File: src/sv/kcps_pkg.sv
package kcps_pkg;

   // point store capacity
   localparam int MAX_POINTS = 64;
   localparam int IDX_W      = (MAX_POINTS > 1) ? $clog2(MAX_POINTS) : 1;
   localparam int CNT_W      = $clog2(MAX_POINTS + 1);

   // field widths
   localparam int ID_W    = 16;
   localparam int POS_W   = 24;
   localparam int AXIS_W  = 24;              // |difference| of two 24 bit values
   localparam int SQ_W    = 2 * AXIS_W;
   localparam int DIST_W  = SQ_W + 2;        // sum of three squares
   localparam int ENTRY_W = ID_W + DIST_W;
   localparam int TGT_W   = 7;
   localparam int CMP_W   = (CNT_W > TGT_W) ? CNT_W : TGT_W;

   localparam logic [TGT_W-1:0] RESULT_CAP = TGT_W'(64);

   // stream word layout
   localparam int REQ_DATA_W = ID_W + 3 * POS_W;
   localparam int RSP_DATA_W = ID_W;
   localparam int RSP_USER_W = 2;
   localparam int RSP_USER_VALID = 0;
   localparam int RSP_USER_OVF   = 1;

   // register file
   localparam int CSR_ADDR_W = 2;
   localparam int CSR_DATA_W = 24;
   localparam logic [CSR_ADDR_W-1:0] CSR_MAX_TARGETS = 2'd0;
   localparam logic [CSR_ADDR_W-1:0] CSR_ORIGIN_X    = 2'd1;
   localparam logic [CSR_ADDR_W-1:0] CSR_ORIGIN_Y    = 2'd2;
   localparam logic [CSR_ADDR_W-1:0] CSR_ORIGIN_Z    = 2'd3;

   typedef struct packed {
      logic                    start;
      logic signed [POS_W-1:0] pos_x;
      logic signed [POS_W-1:0] pos_y;
      logic signed [POS_W-1:0] pos_z;
      logic signed [POS_W-1:0] org_x;
      logic signed [POS_W-1:0] org_y;
      logic signed [POS_W-1:0] org_z;
   } dist_req_type;

   typedef struct packed {
      logic              done;
      logic [DIST_W-1:0] dist_sq;
   } dist_rsp_type;

endpackage

File: src/sv/kcps_dist_unit.sv
module kcps_dist_unit
   import kcps_pkg::*;
(
   input  logic         clock,
   input  logic         reset,
   input  dist_req_type req,
   output dist_rsp_type rsp
);

   logic              busy_ff;
   logic [1:0]        step_ff;
   logic              done_ff;
   logic [AXIS_W-1:0] ax_ff, ay_ff, az_ff;
   logic [SQ_W-1:0]   prod_ff;
   logic [DIST_W-1:0] acc_ff;
   logic [AXIS_W-1:0] mul_op;

   function automatic logic [AXIS_W-1:0] abs_diff(logic signed [POS_W-1:0] p,
                                                  logic signed [POS_W-1:0] o);
      logic signed [POS_W:0] d;
      logic signed [POS_W:0] a;
      d = {p[POS_W-1], p} - {o[POS_W-1], o};
      a = d[POS_W] ? -d : d;
      return a[AXIS_W-1:0];
   endfunction

   // one squarer, fed one axis per step
   always_comb begin
      unique case (step_ff)
         2'd0:    mul_op = ax_ff;
         2'd1:    mul_op = ay_ff;
         2'd2:    mul_op = az_ff;
         default: mul_op = '0;
      endcase
   end

   always_ff @(posedge clock) begin
      if (reset) begin
         busy_ff <= 1'b0;
         step_ff <= '0;
         done_ff <= 1'b0;
      end else begin
         done_ff <= busy_ff && (step_ff == 2'd3);
         if (req.start) begin
            busy_ff <= 1'b1;
            step_ff <= '0;
            ax_ff   <= abs_diff(req.pos_x, req.org_x);
            ay_ff   <= abs_diff(req.pos_y, req.org_y);
            az_ff   <= abs_diff(req.pos_z, req.org_z);
         end else if (busy_ff) begin
            step_ff <= step_ff + 2'd1;
            if (step_ff == 2'd3) begin
               busy_ff <= 1'b0;
            end
            prod_ff <= SQ_W'(mul_op) * SQ_W'(mul_op);
            // accumulate the product registered in the previous step
            if (step_ff == 2'd0) begin
               acc_ff <= '0;
            end else begin
               acc_ff <= acc_ff + DIST_W'(prod_ff);
            end
         end
      end
   end

   assign rsp.done    = done_ff;
   assign rsp.dist_sq = acc_ff;

endmodule

File: config.mk
export PLATFORM = sky130hd
export DESIGN_NAME = kcps_dist_unit
export DESIGN_NICKNAME = d
export VERILOG_FILES = /design/src/sv/kcps_pkg.sv /design/src/sv/kcps_dist_unit.sv
export SDC_FILE = /design/constraint.sdc
export NUM_CORES = 2
export LEC_CHECK = 0
export BUFFER_PORTS_ARGS = -buffer_cell sky130_fd_sc_hd__buf_2
export CORE_MARGIN = 4
export CORE_UTILIZATION = 35
export DETAILED_ROUTE_END_ITERATION = 16
export GPL_ROUTABILITY_DRIVEN = 0
export PLACE_DENSITY = 0.53
export SKIP_LAST_GASP = 1
export SYNTH_ARGS = -nofsm -noshare
export SYNTH_HDL_FRONTEND = slang
export SYNTH_SLANG_ARGS = --single-unit
File: constraint.sdc
create_clock -name clock -period 11.8 [get_ports clock]
set_input_delay 1.77 -clock clock [delete_from_list [all_inputs] [get_ports clock]]
set_output_delay 1.77 -clock clock [all_outputs]
set_load 0.005 [all_outputs]
After elaboration in Yosys (flattened, before gate mapping)
Index checks and enable logic that the tools add are counted.
{ "word_totals": {"reg_bits": 174, "input_bits": 147, "output_inout_bits": 51, "wordCells": 34} }
{ "classes": {"add_sub_neg": 8, "mul": 1, "eq_ne": 3, "n_mux": 7, "bitwise_logic": 2, "reduce_logical": 5} }
{ "op_table": {"columns": ["cell", "count"], "rows": [
  ["subtractor 24 x 24 -> 25 bit", 3],
  ["2-to-1 mux 24 bit", 3],
  ["negation 24 bit", 3],
  ["one-hot mux 24 bit (3 select lines)", 1],
  ["adder 50 x 48 -> 50 bit", 1],
  ["multiplier 24 x 24 -> 48 bit", 1],
  ["equality test 2 bit (second input constant)", 2],
  ["2-to-1 mux 1 bit", 3],
  ["AND reduction 3 bit", 1],
  ["adder 2 x 1 -> 2 bit (second input constant)", 1],
  ["equality test 2 x 1 -> 1 bit (second input constant)", 1],
  ["zero test 2 bit", 1],
  ["inverter 1 bit", 2],
  ["AND reduction 2 bit", 1],
  ["OR reduction 2 bit", 1],
  ["logical AND 1 bit", 1]
]} }

Depth between registers and ports, before layout
{ "logic_depth": {"depth_word": 4, "ltp_mapped": 36} }

Worst setup path before layout
Ideal clock, no wire load.
{ "synth_path": {"path_type": "in2reg", "start": "input req[144] (netlist name)", "end": "register acc_ff[0], enable pin", "setup_time_ps": 693, "arrival_time_ps": 8843, "required_ps": 11107, "path_slack_ps": 2263, "cell_stages": 1, "path_buffers": 0, "path_cell_list": "nor3b_1"} }
{ "synth_between": {"elab_chain_cells": 2} }
{ "synth_lines": {"columns": ["item", "line_no", "text"], "rows": [
  ["from (decl)", "kcps_dist_unit.sv:6", "input dist_req_type req,"],
  ["inverter 1 bit (no line)", null, null],
  ["AND reduction 3 bit (no line)", null, null],
  ["to (signal assigned)", "kcps_dist_unit.sv:60", "acc_ff <= acc_ff + DIST_W'(prod_ff);"],
  ["to (decl)", "kcps_dist_unit.sv:15", "logic [DIST_W-1:0] acc_ff;"]
]} }
No other way between the ends.
A chain may end at the register's enable or synchronous reset.

Worst setup path in the final report
{ "layout_path": {"start": "register step_ff[1]", "end": "register prod_ff[47], data pin"} }
{ "layout_between": {"elab_chain_cells": 3, "word_cells_on_any_way": 5} }
{ "layout_lines": {"columns": ["item", "line_no", "text"], "rows": [
  ["from (decl)", "kcps_dist_unit.sv:11", "logic [1:0] step_ff;"],
  ["from (signal assigned)", "kcps_dist_unit.sv:51", "step_ff <= step_ff + 2'd1;"],
  ["equality test 2 bit, or another cell as far along", "kcps_dist_unit.sv:29", "unique case (step_ff)"],
  ["one-hot mux 24 bit (3 select lines) (*)", "kcps_dist_unit.sv:29", null],
  ["multiplier 24 x 24 -> 48 bit (*)", "kcps_dist_unit.sv:55", "prod_ff <= SQ_W'(mul_op) * SQ_W'(mul_op);"],
  ["to (signal assigned)", "kcps_dist_unit.sv:55", null],
  ["to (decl)", "kcps_dist_unit.sv:14", "logic [SQ_W-1:0] prod_ff;"]
]} }
Mark *: on every way between the ends. The rest lies on a longest branch, timed or not.

==> results.md <==
- CTS Buf Count: 17
- Routed WL: 85,700 um
- Max Cap Viol: 0
- Vias: 23,400
- Met3 Wirelength: 6170 um
- Yosys warning total: 0
- CP max FO: 24
- Area of the multi-input gates: 22,300 um2
- Cell Rows: 108
- Initial antenna violation count: 3
- Critical-path top delay cell: ha_1
- Starting Density: 35.3%
- Share of cells above drive strength 1: 8.55%
- Fillers: 8,983
- FFs w/ async S/R, synth: 0%
- GRT Resource Usage Total: 18.6%
- Post-CTS sizing: 0
- Clk sinks: 173
- Met2 Wirelength: 38,600 um
- H-Tree Level Count: 4
- Post-Route M1 WL: 38,600 um
- Largest net degree at the start of global routing: 60
- Crit path DAT: 9.87 ns
- # port buffers: 197
- Nets: 4,423
- Cell mode on critical path: inv_1
- RSZ-0062 raised after global routing: false
- Top_reg_cell synth: edfxtp_1
- CTS tree: done
- Final instance count without filler cells: 4,725
- Mapped Nets: 4,284
- Register area: 5150 um2
- Highest clock rate: 104 MHz
- Clock Latency Late Sink: 0.49 ns
- Min Tclk post-route: 9.64 ns
- 1st-iter DRT viols: 1,670
- Area growth, synth to finish: 8.99%
- Routed wire per std cell: 18.1 um
- Syn Std Cell Area: 30,600 um2
- Dpl hpwl: 73,400 um
- Post-Place Cells: 4,692
- DIE HEIGHT: 304 um
- Clock root buffer: clkbuf_16
- Vias in the first global route: 24,100
- Die area: 92,200 um2
- Final setup fails: 0
- Final period util: 81.7%
- Hold crit path type: register to register
- Highest Signal Layer: met5
- Critical Path RT: 12.03 ns
- Setup tns final: 0 ns
- First-pass GRT wire length: 135,000 um
- Setup CP Type: register to register
- Post-synth EDFFs: 169
- Critical path endpoint category: register
- DR pass1 iterations: 6
- Slowest Stage Delay on Critical Path: 0.69 ns
- # IOs: 198
- Clock tree buffer depth: 2
- DRC: 0
- FF+latch count, synth: 173
- Fin util: 38.4%
- Core Box Area: 86,800 um2
- Worst Tran Pin Value: 1.06 ns
- Cells after Synth: 3,417
- Hold WS: 0.571 ns
- GRT overflow: 0
- Status: completed
- Vias per inst: 4.94
- ANT nets after route: 0
- Final Max Slew Viols: 0
- Synth unique cells: 105
- Sequential share of the synthesized area: 16.9%
- Post-CTS Setup Repair Bufs: 0
- Crit start category: register
- Skew final: 0.0206 ns
- Final Hold Fails: 0
- Hold_buf cts: 0
- Worst-path clk slew: 0.07 ns
- Synthesized area per cell: 8.95 um2
- Worst slew margin: 28.2%
- Die Width: 304 um
registers in the layout, summed over array words and instances, names as in the netlist:
signal	count
prod_ff	47
az_ff	24
ay_ff	24
done_ff	1
busy_ff	1
ax_ff	24
step_ff	2
acc_ff	50
per-stage QoR:
| step | instance area (um2) | setup slack [ns] |
|---|---|---|
| final | 33300 | 2.16 |
| after global routing | 33300 | 1.72 |
| after CTS | 33300 | 2.18 |
| after detailed placement | 32800 | 2.20 |
| after global placement | 32800 | 2.39 |
| after floorplan | 30600 | 2.26 |
worst max-delay path, delay by kind of cell, from the launching register on:
kind | cells | cell delay (ns)
AOI/OAI and AO/OA | 9 | 2.42
and+or+nand+nor | 3 | 0.64
buffers and inverters | 10 | 1.14
DFF | 1 | 0.34
adders and majority gates | 9 | 4.57
muxes | 1 | 0.25
per-layer routing:
layer	track usage, %	vias up
met5	0	-
li1	-	11400
met1	25.4	11200
met4	5.36	4
met2	29.7	699
met3	3.97	126
cell type report:
type	count	area share, %
Antenna cell	1	0.00751
Clock buffer	18	1.29
Clock inverter	14	0.447
Inverter	741	8.34
Multi-Input combinational cell	2414	66.9
Sequential cell	173	15.5
Tap cell	1155	4.33
Timing Repair Buffer	209	3.23
layout by cell type (no fill, tap or decap), types with 37 or more instances in the layout:
master	Yosys	layout
buf_2	8	197
o21a_1	37	37
a21o_1	104	104
fa_1	425	425
o21ai_0	63	63
ha_1	295	294
nand2_1	301	301
nor3_1	41	41
a21oi_1	155	155
inv_1	739	739
xor2_1	62	62
nor2_1	308	308
nand3_1	39	39
xnor2_1	130	130
edfxtp_1	169	169
cells by family (layout without fill, tap and decap cells):
group	Yosys count	count (layout)	share of synthesized area [%]
multiplexers	16	16	0.544
adder cells (fa/ha/maj)	720	720	39.9
XOR/XNOR	193	193	5.55
buffers and inverters	830	982	10.3
AO/OA/AOI/OAI	583	583	13.2
other	0	1	0
flip-flops	173	173	16.9
AND/OR/NAND/NOR	902	902	13.7
cells in the mapped netlist (8+ instances only):
| master | count | area share (%) |
|---|---|---|
| clkbuf_1 | 67 | 0.82 |
| o21bai_1 | 19 | 0.47 |
| nor3b_1 | 11 | 0.27 |
| a21boi_0 | 8 | 0.20 |
| a21oi_1 | 155 | 2.5 |
| nand2b_1 | 22 | 0.45 |
| nor2_1 | 308 | 3.8 |
| ha_1 | 295 | 12 |
| nand4_1 | 24 | 0.49 |
| and2_1 | 26 | 0.53 |
| o211ai_1 | 15 | 0.37 |
| xor2_1 | 62 | 1.8 |
| mux2i_1 | 11 | 0.36 |
| edfxtp_1 | 169 | 17 |
| a211oi_1 | 17 | 0.42 |
| a22oi_1 | 20 | 0.49 |
| inv_1 | 739 | 9.1 |
| xnor2_1 | 130 | 3.7 |
| o21ai_0 | 63 | 1.0 |
| or2_2 | 11 | 0.22 |
| a31oi_1 | 17 | 0.35 |
| nor3_1 | 41 | 0.67 |
| a21o_1 | 104 | 2.6 |
| o31ai_1 | 11 | 0.27 |
| buf_1 | 9 | 0.11 |
| nand2_1 | 301 | 3.7 |
| a2111oi_0 | 12 | 0.34 |
| o21a_1 | 37 | 0.91 |
| or3_1 | 17 | 0.35 |
| o21ai_1 | 10 | 0.16 |
| buf_2 | 8 | 0.13 |
| and3_1 | 25 | 0.51 |
| nor2b_1 | 27 | 0.55 |
| fa_1 | 425 | 28 |
| nand3_1 | 39 | 0.64 |
worst paths after layout:
path | cells past startpoint | slack [ns] | startpoint | to
min reg2reg | 2 | 0.57 | step_ff[1] | step_ff[1]
min | 2 | 0.57 | step_ff[1] | step_ff[1]
max | 32 | 2.16 | step_ff[1] | prod_ff[47]
max reg2reg | 32 | 2.16 | step_ff[1] | prod_ff[47]
Power is not shown: default switching activity piles up to over one toggle a cycle in this logic, so the estimate is an artifact.
