$ cat src/sv/kcps_ram.sv
module kcps_ram #(
   parameter int WIDTH = 8,
   parameter int DEPTH = 16,
   localparam int ADDR_W = (DEPTH > 1) ? $clog2(DEPTH) : 1
) (
   input  logic                     clock,
   input  logic                     we,
   input  logic [ADDR_W-1:0]        waddr,
   input  logic [WIDTH-1:0]         wdata,
   input  logic                     re,
   input  logic [ADDR_W-1:0]        raddr,
   output logic [WIDTH-1:0]         rdata
);

   logic [WIDTH-1:0] mem [DEPTH];
   logic [WIDTH-1:0] rdata_ff;

   always_ff @(posedge clock) begin
      if (we) begin
         mem[waddr] <= wdata;
      end
      if (re) begin
         rdata_ff <= mem[raddr];
      end
   end

   assign rdata = rdata_ff;

endmodule

$ cat config.mk
export PLATFORM = sky130hd
export DESIGN_NAME = kcps_ram
export DESIGN_NICKNAME = d
export VERILOG_FILES = /design/src/sv/kcps_ram.sv
export SDC_FILE = /design/constraint.sdc
export NUM_CORES = 1
export LEC_CHECK = 0
export BUFFER_PORTS_ARGS = -buffer_cell sky130_fd_sc_hd__clkbuf_2
export CAP_MARGIN = 5
export CELL_PAD_IN_SITES_DETAIL_PLACEMENT = 1
export CELL_PAD_IN_SITES_GLOBAL_PLACEMENT = 2
export CORE_ASPECT_RATIO = 1.4
export CORE_MARGIN = 8
export CORE_UTILIZATION = 48
export CTS_BUF_LIST = sky130_fd_sc_hd__clkbuf_16
export DETAILED_ROUTE_END_ITERATION = 12
export GPL_TIMING_DRIVEN = 0
export PLACE_DENSITY = 0.75
export SLEW_MARGIN = 10
export SYNTH_ARGS = -nofsm -noshare
export SYNTH_HDL_FRONTEND = slang
export SYNTH_SLANG_ARGS = --single-unit
$ cat constraint.sdc
create_clock -name clock -period 2.6 [get_ports clock]
set_input_delay 0.65 -clock clock [delete_from_list [all_inputs] [get_ports clock]]
set_output_delay 0.65 -clock clock [all_outputs]
set_load 0.05 [all_outputs]
# Word-level counts from Yosys, hierarchy flattened

Memory sizes are Yosys's and may differ from the RTL's. A register that Yosys moved wholly into a read port is not among the register bits.
Cells that the tools add are included.

Register bits: 0
Word-level logic and storage cells: 3
Output and inout bits: 8
Input bits: 19
Bits in writable memories: 128
Memories kept: 1

Mux-type cells: 2

Memory list:

| memory | depth | bits a word | rd ports | clocked after memory_dff | write ports | line | source |
|---|---|---|---|---|---|---|---|
| mem    | 16    | 8           | 1        | 1                        | 1           | 15   | `logic [WIDTH-1:0] mem [DEPTH];` |

Operator list:

| kind             | count |
|---|---|
| 2-to-1 mux 1 bit | 2 |

# Longest topological paths before layout

Gate-level depths: netlist of run 1.

Depth after elaboration: 2
Gate-level depth with buffers: 5
Gate-level depth less buffers: 3

# Worst setup path after synthesis of run 1

Ideal clock, no wire load.

Path type: in2reg
From: in waddr[2]
To: mem mem[0][0], enable pin
Data required time: 2.217 ns
Arrival: 1.760 ns
Path buffers: 0
Setup slack: 0.457 ns
Stages on the path: 2
Setup time: 0.383 ns
Cell sequence: or3b_2 > nor3_1

RTL lines:

| what            | line | source |
|---|---|---|
| start, declared | 8    | `input logic [ADDR_W-1:0] waddr,` |
| end, declared   | 15   |  |

Straight into the memory's write port.

==> insert_results.sql, run 1 <==
INSERT INTO impl_metrics (metric_group, metric, value, unit) VALUES
('clock_tree', 'post_cts_hold_buffer_count', '0', ''),
('setup_path', 'reg2reg_to', 'rdata[0]', ''),
('yosys', 'synthesis.yosys.warnings', '0', ''),
('sta', 'rsz0062_at_grt', 'false', ''),
('grt', 'grt_util_all_layers', '15.6', '%'),
('power_and_ir_drop', 'power_leakage', '2.07', 'nW'),
('sta', 'holdWs', '0.614', 'ns'),
('routing', 'drt_pre_antenna_iters', '4', ''),
('routing', 'detail_route.iter0.violations', '133', ''),
('yosys', 'mappedNetlistNets', '248', ''),
('routing', 'avgRoutedWirePerCell', '25.2', 'um'),
('sta', 'hold_viol_final', '0', ''),
('clock_tree', 'clock_buffers_created_by_tritoncts', '17', ''),
('routing', 'antenna_violating_nets_post_route', '0', ''),
('routing', 'route.detailed.drc', '0', ''),
('grt', 'number_of_antenna_violations_at_the_first_check_in_global_routing', '0', ''),
('power_and_ir_drop', 'vdd_ir_drop_max', '0.000494', 'V'),
('floorplanning', 'die_h', '139', 'um'),
('power_and_ir_drop', 'share_comb_of_total_power', '5.3', '%'),
('layout', 'finalInstanceArea', '6140', 'um2'),
('placed_design', 'dp.final_hpwl', '6910', 'um'),
('power_and_ir_drop', 'power.density', '842', 'nW/um2'),
('worst_hold_path', 'worstHoldStart', 're', ''),
('yosys', 'post-synth-top-area-cell', 'edfxtp_1', ''),
('power_and_ir_drop', 'p_int', '4.14', 'mW'),
('sta', 'worst_pin_slew', '0.835', 'ns'),
('yosys', 'register_bit_count_reported_by_yosys', '136', ''),
('setup_path', 'start_kind', 'input port', ''),
('yosys', 'fraction_of_synthesized_cell_area_taken_by_the_top_area_cell_type', '78.1', '%'),
('layout', 'antenna-diode-count', '0', ''),
('grt', 'grt_pass1_vias', '2582', ''),
('yosys', 'netlist-cell-type-count', '18', ''),
('clock_tree', 'h_tree_depth_reported_by_cts', '4', ''),
('grt', 'wire_length_of_the_first_global_routing_pass', '16000', 'um'),
('power_and_ir_drop', 'p_sw_share', '20.0', '%'),
('floorplanning', 'die_width', '104', 'um'),
('clock_tree', 'clk_transition_reported_paths', '0.06', 'ns'),
('floorplanning', 'io-pin-count', '27', ''),
('layout', 'num-fill-cells', '939', ''),
('setup_path', 'r2r_setup_slack', '0.94', 'ns'),
('worst_hold_path', 'timing.hold.worst.class', 'input port to register', ''),
('grt', 'grt_overflow', '0', ''),
('floorplanning', 'rows', '45', ''),
('placed_design', 'post_dp_cell_area', '5530', 'um2'),
('worst_hold_path', 'hold_end', 'rdata[0]', ''),
('power_and_ir_drop', 'clock_power_share', '46.7', '%'),
('sta', 'final.min_clock_period', '1.91', 'ns'),
('power_and_ir_drop', 'switchingPower', '1.03', 'mW'),
('power_and_ir_drop', 'design_power_total', '5.17', 'mW'),
('clock_tree', 'cts_tree', 'yes', ''),
('clock_tree', 'clkLatencyLatePin', '0.41', 'ns'),
('routing', 'routed_vias', '2418', ''),
('grt', 'maximum_number_of_pins_on_one_net_before_global_route_repair', '17', ''),
('sta', 'worst_clock_skew', '0.00641', 'ns'),
('routing', 'routed_wl', '10700', 'um'),
('setup_path', 'kind_of_end_point_of_the_critical_path', 'register', ''),
('sta', 'finalMaxSlewViolations', '0', ''),
('sta', 'post-route-period-util', '73.5', '%'),
('setup_path', 'data_arrival_critical_path', '2.06', 'ns'),
('sta', 'fmax', '523', 'MHz'),
('yosys', 'netlist_area', '5230', 'um2'),
('outcome', 'outcome', 'complete, no violations', ''),
('sta', 'maxSlewHeadroom', '44.1', '%'),
('layout', 'fin_nets', '292', ''),
('layout', 'areaGrowthSynthToFinish', '17.5', '%'),
('clock_tree', 'post-cts-setup-buffer-count', '0', ''),
('yosys', 'seq_area_frac_synth', '78.1', '%'),
('setup_path', 'required', '2.75', 'ns'),
('sta', 'setup_viol_count_final', '0', ''),
('layout', 'post_route_cells_drive_above_1_share', '29.8', '%'),
('setup_path', 'worst-path-max-fanout', '10', '');
-- cell type report --
type / count / area (um2) / share of cell area, %
buffer: 10 / 86.3 / 1.41
sequential: 136 / 4080 / 66.5
clock buffer: 17 / 425 / 6.93
clock inverter: 14 / 168 / 2.73
multi-input combinational: 83 / 1080 / 17.5
timing repair buffer: 25 / 125 / 2.04
tap: 141 / 176 / 2.87
-- cell usage after synthesis --
library cell and count:
or3b_2 1, buf_4 1, mux4_1 14, and2b_1 1
buf_2 3, clkdlybuf4s25_2 3, edfxtp_1 136, nor2b_1 1
buf_6 3, and2_1 1, nor2_1 13, nand3b_1 2
mux4_2 18, a22oi_1 16, nand3_1 1, nand2_1 9
nor3_1 4, nand2b_1 2
-- critical path: stages --
cell and delay [ns]:
buf_6 0.11, buf_6 0.18, mux4_1 0.61, a22oi_1 0.38, nand2_1 0.11
-- cell families after synthesis --
family / synth area share (%)
flip-flops: 78.1
multiplexers: 14.8
buffers and inverters: 1.65
AO/OA/AOI/OAI: 2.30
AND/OR/NAND/NOR: 3.14
-- through the flow --
| step | instances | utilization (%) | worst slack, ns | TNS, ns |
|---|---|---|---|---|
| final | 426 | 57.1 | 0.689 | 0 |
| after global routing | 426 | 57.1 | 0.585 | 0 |
| after CTS | 426 | 57.0 | 0.492 | 0 |
| after detailed placement | 395 | 51.5 | 0.0833 | 0 |
| after global placement | 395 | 51.4 | -0.149 | -1.19 |
| after floorplan | 229 | - | 0.457 | 0 |
-- power groups by stage --
| stage | Sequential [mW] | Clock [mW] | Combinational (mW) |
|---|---|---|---|
| 2_1_floorplan | 2.56 | 0 | 0.125 |
| 3_3_place_gp | 2.52 | 0 | 0.265 |
| 3_5_place_dp | 2.53 | 0 | 0.273 |
| 4_1_cts | 2.48 | 2.45 | 0.274 |
| 5_1_grt | 2.49 | 2.52 | 0.290 |
| 6_report | 2.48 | 2.42 | 0.272 |
-- cells in the final DEF (no fill, tap or decap), drive strengths merged --
cell type,n
nor3,4
mux4,32
clkdlybuf4s25,3
bufinv,4
nand2b,2
nand2,9
or3b,1
and2,1
clkinvlp,1
clkinv,5
inv,4
nand3,1
clkbuf,42
edfxtp,136
buf,7
and2b,1
a22oi,16
nand3b,2
nor2,13
nor2b,1
-- worst max-delay path by stage --
stage / from / end / slack [ns] / cells past startpoint
final: raddr[0] / rdata[0] / 0.69 / 5
after global routing: waddr[2] / mem[1][5] / 0.59 / 3
after CTS: waddr[2] / mem[8][0] / 0.49 / 3
after detailed placement: waddr[2] / mem[8][7] / 0.08 / 3
after global placement: waddr[2] / mem[0][7] / -0.15 / 3
after floorplan: waddr[2] / mem[0][0] / 0.46 / 2
-- flip-flops by register name (all words and copies together) (netlist names) --
signal  flops
mem       128
rdata       8
-- per-layer routing --
metal | up-vias | routed length [um] | track usage [%]
met5 | - | 0 | 0
met4 | 0 | 228 | 7.42
met3 | 12 | 690 | 6.10
met2 | 90 | 5230 | 23.5
met1 | 1252 | 4560 | 19.4
li1 | 1064 | - | -
Note: power is estimated with default switching activity, not from simulation.
==> inputs of run 2 (changes only) <==
==> constraint.sdc (replaced) <==
create_clock -name clock -period 1.8 [get_ports clock]
set_input_delay 0.45 -clock clock [delete_from_list [all_inputs] [get_ports clock]]
set_output_delay 0.45 -clock clock [all_outputs]
set_load 0.05 [all_outputs]
==> run 2 against run 1 <==
Sequential share of layout area decreased by 0.26 points. Register-to-register slack lost 0.77 ns. Hold slack got worse by 0.22 ns. Highest routed layer unchanged.
==> insert_results.sql, run 2 (synthesis gave the netlist of run 1 again) <==
INSERT INTO impl_metrics (metric_group, metric, value, unit) VALUES
('sta', 'worst_pin_slew', '0.826', 'ns'),
('clock_tree', 'cts_root_buffer', 'clkbuf_16', ''),
('sta', 'hold_viol_final', '0', ''),
('layout', 'post_route_cells_drive_above_1_share', '29.0', '%'),
('floorplanning', 'die_h', '139', 'um'),
('power_and_ir_drop', 'p_int', '6.12', 'mW'),
('clock_tree', 'post-cts-setup-buffer-count', '0', ''),
('setup_path', 'largest_delay_contributor_family_on_the_critical_path', 'simple AND/OR/NAND/NOR gates', ''),
('floorplanning', 'initial_core_util', '48.6', '%'),
('clock_tree', 'cts_tree', 'yes', ''),
('sta', 'finalMaxSlewViolations', '0', ''),
('layout', 'layout_common_cells', 'edfxtp_1 (136), clkbuf_2 (25), mux4_2 (18), clkbuf_16 (17), a22oi_1 (16)', ''),
('floorplanning', 'io-pin-count', '27', ''),
('setup_path', 'r2r_setup_slack', '0.17', 'ns'),
('placed_design', 'port_buffers', '25', ''),
('clock_tree', 'cts.repair.resized', '0', ''),
('run', 'max_cap_viol_count', '0', ''),
('clock_tree', 'post_cts_hold_buffer_count', '0', ''),
('sta', 'fmax', '586', 'MHz'),
('outcome', 'outcome', 'complete, no violations', ''),
('layout', 'fin_nets', '292', ''),
('layout', 'multi_input_comb_area', '1080', 'um2'),
('grt', 'met2_usage', '24.3', '%'),
('grt', 'busiest_layer_in_global_routing', 'met2', ''),
('floorplanning', 'rows', '45', ''),
('layout', 'top_register', 'mem', ''),
('layout', 'postLayoutCoreUtil', '57.3', '%'),
('sta', 'tns', '0', 'ns'),
('setup_path', 'path_buf_inv', '1', ''),
('setup_path', 'worst-path-max-fanout', '8', ''),
('power_and_ir_drop', 'switchingPower', '1.46', 'mW'),
('layout', 'antenna-diode-count', '0', ''),
('power_and_ir_drop', 'power_leakage', '2.08', 'nW'),
('grt', 'maximum_number_of_pins_on_one_net_before_global_route_repair', '17', ''),
('setup_path', 'critical-path-slowest-cell', 'nor2_1', ''),
('sta', 'post-route-period-util', '94.9', '%'),
('grt', 'grt.met3_usage', '5.18', '%'),
('placed_design', 'dp.final_hpwl', '6650', 'um'),
('clock_tree', 'numClockSinks', '136', ''),
('setup_path', 'required', '1.84', 'ns'),
('grt', 'grt_pass1_vias', '2502', ''),
('setup_path', 'cp_peak_stage_delay', '0.66', 'ns'),
('floorplanning', 'die_area', '14500', 'um2'),
('sta', 'worst_clock_skew', '0.00956', 'ns'),
('placed_design', 'post_dp_cell_area', '5540', 'um2'),
('power_and_ir_drop', 'vdd_ir_drop_max', '0.000711', 'V'),
('clock_tree', 'clkLatencyLatePin', '0.42', 'ns'),
('layout', 'num-fill-cells', '936', ''),
('layout', 'layout_commonest_cell', 'edfxtp_1', ''),
('routing', 'antenna_violating_nets_post_route', '0', ''),
('setup_path', 'start_kind', 'input port', ''),
('power_and_ir_drop', 'share_comb_of_total_power', '5.1', '%'),
('layout', 'finalInstanceArea', '6170', 'um2'),
('grt', 'grt_util_all_layers', '15.4', '%'),
('grt', 'grt_use_met1', '18.3', '%'),
('sta', 'holdWs', '0.390', 'ns'),
('layout', 'number_of_flip_flops_under_the_largest_register_name', '128', ''),
('setup_path', 'critical_path.cell_chain', 'clkbuf_2, or3b_2, nor2_1', ''),
('clock_tree', 'h_tree_depth_reported_by_cts', '4', ''),
('clock_tree', 'clock_tree_buf_depth', '2', ''),
('routing', 'detail_route.iter0.violations', '119', ''),
('grt', 'number_of_antenna_violations_at_the_first_check_in_global_routing', '0', ''),
('sta', 'final.min_clock_period', '1.71', 'ns'),
('routing', 'drt_pre_antenna_iters', '4', ''),
('setup_path', 'kind_of_end_point_of_the_critical_path', 'register', ''),
('layout', 'register_area', '4080', 'um2'),
('layout', 'areaGrowthSynthToFinish', '18.0', '%'),
('power_and_ir_drop', 'p_sw_share', '19.3', '%'),
('routing', 'routed_wl', '10600', 'um'),
('grt', 'wire_length_of_the_first_global_routing_pass', '15700', 'um'),
('setup_path', 'data_arrival_critical_path', '1.75', 'ns'),
('routing', 'avgRoutedWirePerCell', '24.8', 'um'),
('clock_tree', 'clk_transition_reported_paths', '0.05', 'ns'),
('floorplanning', 'core_area', '10800', 'um2'),
('power_and_ir_drop', 'clock_power_share', '47.5', '%'),
('routing', 'post_drt_via_cell_ratio', '5.66', ''),
('sta', 'setup_viol_count_final', '0', ''),
('routing', 'routed_vias', '2417', ''),
('sta', 'rsz0062_at_grt', 'false', ''),
('clock_tree', 'clock_buffers_created_by_tritoncts', '17', ''),
('routing', 'route.detailed.drc', '0', ''),
('sta', 'maxSlewHeadroom', '44.7', '%'),
('floorplanning', 'die_width', '104', 'um'),
('setup_path', 'criticalPathCategory', 'input port to register', ''),
('power_and_ir_drop', 'p_seq_share', '47.4', '%'),
('worst_hold_path', 'timing.hold.worst.class', 'input port to register', ''),
('power_and_ir_drop', 'power.density', '1230', 'nW/um2'),
('placed_design', 'gp_routability_congestion', '0.702', ''),
('grt', 'grt_overflow', '0', '');
[run 2: cell types whose count changed in the layout (fill, tap and decap cells not counted)]
cell,delta
inv_1,-1
clkinv_2,-2
clkinv_1,+4
bufinv_16,+1
clkinvlp_4,-1
[run 2: path summary, 6_finish.rpt]
path	start	end	cells past startpoint
setup / recovery	waddr[2]	mem[2][2]	3
hold / removal	re	rdata[6]	1
setup reg to reg	mem[1][0]	rdata[0]	3
hold reg to reg	mem[8][4]	rdata[4]	3
[run 2: power by group through the flow]
stage / logic (mW) / registers [mW] / clock network, mW
after floorplan: 0.180 / 3.70 / 0
after global placement: 0.382 / 3.65 / 0
after detailed placement: 0.393 / 3.65 / 0
after CTS: 0.397 / 3.59 / 3.64
after global routing: 0.418 / 3.59 / 3.74
final: 0.389 / 3.59 / 3.60
[run 2: layout make-up]
type / instances / area share [%]
Buffer: 10 / 1.40
Clock buffer: 17 / 6.90
Clock inverter: 15 / 3.10
Multi-Input combinational cell: 83 / 17.5
Sequential cell: 136 / 66.2
Tap cell: 141 / 2.86
Timing Repair Buffer: 25 / 2.03
[run 2: through the flow]
| stage | power (mW) | setup slack, ns | instances |
|---|---|---|---|
| 2_1_floorplan | 3.88 | 0.0676 | 229 |
| 3_3_place_gp | 4.03 | -0.486 | 395 |
| 3_5_place_dp | 4.05 | -0.361 | 395 |
| 4_1_cts | 7.62 | 0.0406 | 427 |
| 5_1_grt | 7.75 | 0.0214 | 427 |
| 6_report | 7.58 | 0.0924 | 427 |
[run 2: layer usage]
metal | wire length, um | part of all wire [%] | vias to the layer above
met5 | 0 | 0 | -
met4 | 253 | 2.4 | 0
met3 | 628 | 5.9 | 17
met2 | 5260 | 50 | 75
met1 | 4460 | 42 | 1255
li1 | - | - | 1070
==> inputs of run 3 (changes only) <==
--- a/config.mk
+++ b/config.mk
@@ -5,17 +5,18 @@
 export SDC_FILE = /design/constraint.sdc
 export NUM_CORES = 1
 export LEC_CHECK = 0
+export ABC_AREA = 1
 export BUFFER_PORTS_ARGS = -buffer_cell sky130_fd_sc_hd__clkbuf_2
 export CAP_MARGIN = 5
 export CELL_PAD_IN_SITES_DETAIL_PLACEMENT = 1
 export CELL_PAD_IN_SITES_GLOBAL_PLACEMENT = 2
 export CORE_ASPECT_RATIO = 1.4
 export CORE_MARGIN = 8
-export CORE_UTILIZATION = 48
+export CORE_UTILIZATION = 41
 export CTS_BUF_LIST = sky130_fd_sc_hd__clkbuf_16
 export DETAILED_ROUTE_END_ITERATION = 12
 export GPL_TIMING_DRIVEN = 0
-export PLACE_DENSITY = 0.75
+export PLACE_DENSITY = 0.76
 export SLEW_MARGIN = 10
 export SYNTH_ARGS = -nofsm -noshare
 export SYNTH_HDL_FRONTEND = slang
==> run 3 against run 2 <==
Synthesized area increased by 12%. Power decreased by 2.2%. Critical endpoint is now mem[9][0]. Maximum frequency increased by 12%. Clock power decreased by 8.6%. Largest cell class unchanged. Hold slack improved by 0.058 ns. Clock-buffer cell count unchanged. Sequential cell count unchanged. Non-clock buffer count increased by 12. Critical path type unchanged.
==> insert_results.sql, run 3 <==
INSERT INTO impl_metrics (metric_group, metric, value, unit) VALUES
('outcome', 'outcome', 'complete, no violations', ''),
('worst_hold_path', 'worstHoldStart', 're', ''),
('yosys', 'synth-edff-count', '136', ''),
('yosys', 'mappedNetlistNets', '570', ''),
('clock_tree', 'post-cts-setup-buffer-count', '0', ''),
('yosys', 'netlist_area', '5850', 'um2'),
('setup_path', 'start_kind', 'input port', ''),
('sta', 'worst_pin_slew', '0.923', 'ns'),
('setup_path', 'timing.rr.start', 'mem[14][0]', ''),
('routing', 'routed_vias', '3955', ''),
('routing', 'drt_pre_antenna_iters', '4', ''),
('sta', 'finalMaxSlewViolations', '0', ''),
('sta', 'postLayoutSetupSlackWorst', '0.272', 'ns'),
('yosys', 'synthMostInstantiatedCell', 'nand2_1', ''),
('routing', 'post_drt_via_cell_ratio', '5.00', ''),
('setup_path', 'critPathLaunch', 'waddr[2]', ''),
('routing', 'routed_wl', '16600', 'um'),
('yosys', 'netlist_top_cells_count', 'nand2_1 (173), edfxtp_1 (136), inv_1 (100), nand3_1 (97), nor2_1 (17)', ''),
('floorplanning', 'rows', '51', ''),
('clock_tree', 'cts_tree', 'yes', ''),
('layout', 'layout_common_cells', 'nand2_1 (173), edfxtp_1 (136), inv_1 (102), nand3_1 (97), clkbuf_2 (23)', ''),
('floorplanning', 'die_width', '117', 'um'),
('power_and_ir_drop', 'vdd_ir_drop_max', '0.000672', 'V'),
('clock_tree', 'clkLatencyLatePin', '0.42', 'ns'),
('placed_design', 'post_dp_cell_area', '6190', 'um2'),
('clock_tree', 'numClockSinks', '136', ''),
('setup_path', 'worst-path-max-fanout', '8', ''),
('clock_tree', 'clk_transition_reported_paths', '0.06', 'ns'),
('yosys', 'register_bit_count_reported_by_yosys', '136', ''),
('power_and_ir_drop', 'clock_power_share', '44.4', '%'),
('floorplanning', 'die_area', '18400', 'um2'),
('placed_design', 'gp_routability_congestion', '0.825', ''),
('layout', 'fin_nets', '612', ''),
('setup_path', 'data_arrival_critical_path', '1.57', 'ns'),
('power_and_ir_drop', 'share_comb_of_total_power', '7.2', '%'),
('floorplanning', 'core_area', '13900', 'um2'),
('grt', 'wire_length_of_the_first_global_routing_pass', '25200', 'um'),
('clock_tree', 'h_tree_depth_reported_by_cts', '4', ''),
('routing', 'route.detailed.drc', '0', ''),
('grt', 'busiest_layer_in_global_routing', 'met2', ''),
('sta', 'setup_viol_count_final', '0', ''),
('floorplanning', 'initial_core_util', '42.0', '%'),
('layout', 'num-fill-cells', '1592', ''),
('layout', 'multi_input_comb_area', '1210', 'um2'),
('clock_tree', 'cts_root_buffer', 'clkbuf_16', ''),
('power_and_ir_drop', 'p_sw_share', '24.5', '%'),
('floorplanning', 'io-pin-count', '27', ''),
('clock_tree', 'post_cts_hold_buffer_count', '0', ''),
('placed_design', 'post-place-ws', '-0.143', 'ns'),
('sta', 'post-route-period-util', '84.9', '%'),
('setup_path', 'required', '1.84', 'ns'),
('power_and_ir_drop', 'p_int', '5.60', 'mW'),
('yosys', 'synth.top_cells.by_area', 'edfxtp_1 (70%), nand2_1 (11%), nand3_1 (8.3%), inv_1 (6.4%), buf_6 (1.2%)', ''),
('grt', 'grt_util_all_layers', '19.6', '%'),
('setup_path', 'kind_of_end_point_of_the_critical_path', 'register', ''),
('clock_tree', 'clock_buffers_created_by_tritoncts', '17', ''),
('sta', 'worst_clock_skew', '0.00738', 'ns'),
('worst_hold_path', 'timing.hold.worst.class', 'input port to register', ''),
('sta', 'fmax', '655', 'MHz'),
('power_and_ir_drop', 'switchingPower', '1.81', 'mW'),
('yosys', 'seq_area_frac_synth', '69.8', '%'),
('sta', 'maxSlewHeadroom', '38.3', '%'),
('yosys', 'synth-main-ff-cell', 'edfxtp_1', ''),
('setup_path', 'criticalPathCategory', 'input port to register', ''),
('clock_tree', 'clock_tree_buf_depth', '2', ''),
('layout', 'postLayoutCoreUtil', '48.5', '%'),
('grt', 'grt_overflow', '0', ''),
('layout', 'antenna-diode-count', '0', ''),
('layout', 'areaGrowthSynthToFinish', '15.4', '%'),
('routing', 'antenna_violating_nets_post_route', '0', ''),
('layout', 'number_of_flip_flops_under_the_largest_register_name', '128', ''),
('sta', 'final.min_clock_period', '1.53', 'ns'),
('layout', 'finalInstanceArea', '6750', 'um2'),
('grt', 'maximum_number_of_pins_on_one_net_before_global_route_repair', '17', ''),
('layout', 'layout_commonest_cell', 'nand2_1', ''),
('yosys', 'netlist_instances', '551', ''),
('placed_design', 'port_buffers', '23', ''),
('sta', 'rsz0062_at_grt', 'false', ''),
('placed_design', 'dp.final_hpwl', '11500', 'um'),
('power_and_ir_drop', 'power.density', '1100', 'nW/um2'),
('yosys', 'synthesis.yosys.warnings', '0', ''),
('sta', 'hold_viol_final', '0', ''),
('yosys', 'netlist-cell-type-count', '11', ''),
('yosys', 'post-synth-top-area-cell', 'edfxtp_1', ''),
('grt', 'grt_use_met1', '22.0', '%'),
('power_and_ir_drop', 'power_leakage', '2.90', 'nW'),
('layout', 'top_register', 'mem', ''),
('floorplanning', 'die_h', '157', 'um'),
('yosys', 'syn_avg_cell_area', '10.6', 'um2'),
('run', 'max_cap_viol_count', '0', ''),
('grt', 'grt_pass1_vias', '4225', ''),
('yosys', 'synthArstFlopShare', '0', '%'),
('routing', 'detail_route.iter0.violations', '223', ''),
('grt', 'met2_usage', '34.0', '%'),
('power_and_ir_drop', 'p_seq_share', '48.4', '%'),
('clock_tree', 'cts.repair.resized', '0', ''),
('grt', 'grt.met3_usage', '4.29', '%'),
('power_and_ir_drop', 'design_power_total', '7.41', 'mW'),
('layout', 'register_area', '4080', 'um2'),
('routing', 'avgRoutedWirePerCell', '21.0', 'um'),
('layout', 'post_route_cells_drive_above_1_share', '12.9', '%'),
('grt', 'number_of_antenna_violations_at_the_first_check_in_global_routing', '0', ''),
('yosys', 'fraction_of_synthesized_cell_area_taken_by_the_top_area_cell_type', '69.8', '%'),
('sta', 'holdWs', '0.448', 'ns');
run 3: path summary, 6_finish.rpt:
| path | end | cells past startpoint | slack (ns) |
|---|---|---|---|
| setup / recovery | mem[9][0] | 3 | 0.27 |
| hold / removal | rdata[2] | 1 | 0.45 |
| setup reg to reg | rdata[0] | 6 | 0.54 |
| hold reg to reg | rdata[1] | 6 | 0.76 |
run 3: layer usage:
| metal | vias up | wire [um] |
|---|---|---|
| met5 | - | 0 |
| met4 | 0 | 538 |
| met3 | 36 | 820 |
| met2 | 121 | 8800 |
| met1 | 1932 | 6460 |
| li1 | 1866 | - |
run 3: layout make-up:
class                   count  area share [%]
plain buffers              24            2.47
inverters                 102            5.67
clock inverters            15            1.93
well taps                 185            3.43
clock buffers              17            6.30
repair buffers             23            1.71
flip-flops and latches    136            60.5
multi-input cells         289            18.0
run 3: power by group through the flow:
| stage | sequential [mW] | clock [mW] | combinational, mW |
|---|---|---|---|
| 3_3_place_gp | 3.65 | 0 | 0.518 |
| 2_1_floorplan | 3.70 | 0 | 0.250 |
| 4_1_cts | 3.59 | 3.33 | 0.539 |
| 5_1_grt | 3.59 | 3.44 | 0.581 |
| 6_report | 3.59 | 3.29 | 0.532 |
| 3_5_place_dp | 3.65 | 0 | 0.534 |
run 3: metrics by stage:
stage                     TNS (ns)  instances
after floorplan                  0        551
after global placement       -2.97        759
after detailed placement     -8.54        759
after CTS                        0        791
after global routing             0        791
final                            0        791
run 3: cells by family (layout without fill, tap and decap cells):
logic type             count (synthesis)  count (layout)  synth area share [%]
buffers and inverters                126             181                  9.39
DFF                                  136             136                  69.8
and+or+nand+nor                      289             289                  20.8
run 3: critical path, stage by stage:
cell and delay [ns]:
clkbuf_2 0.11, nand3b_1 0.28, nor2_1 0.73
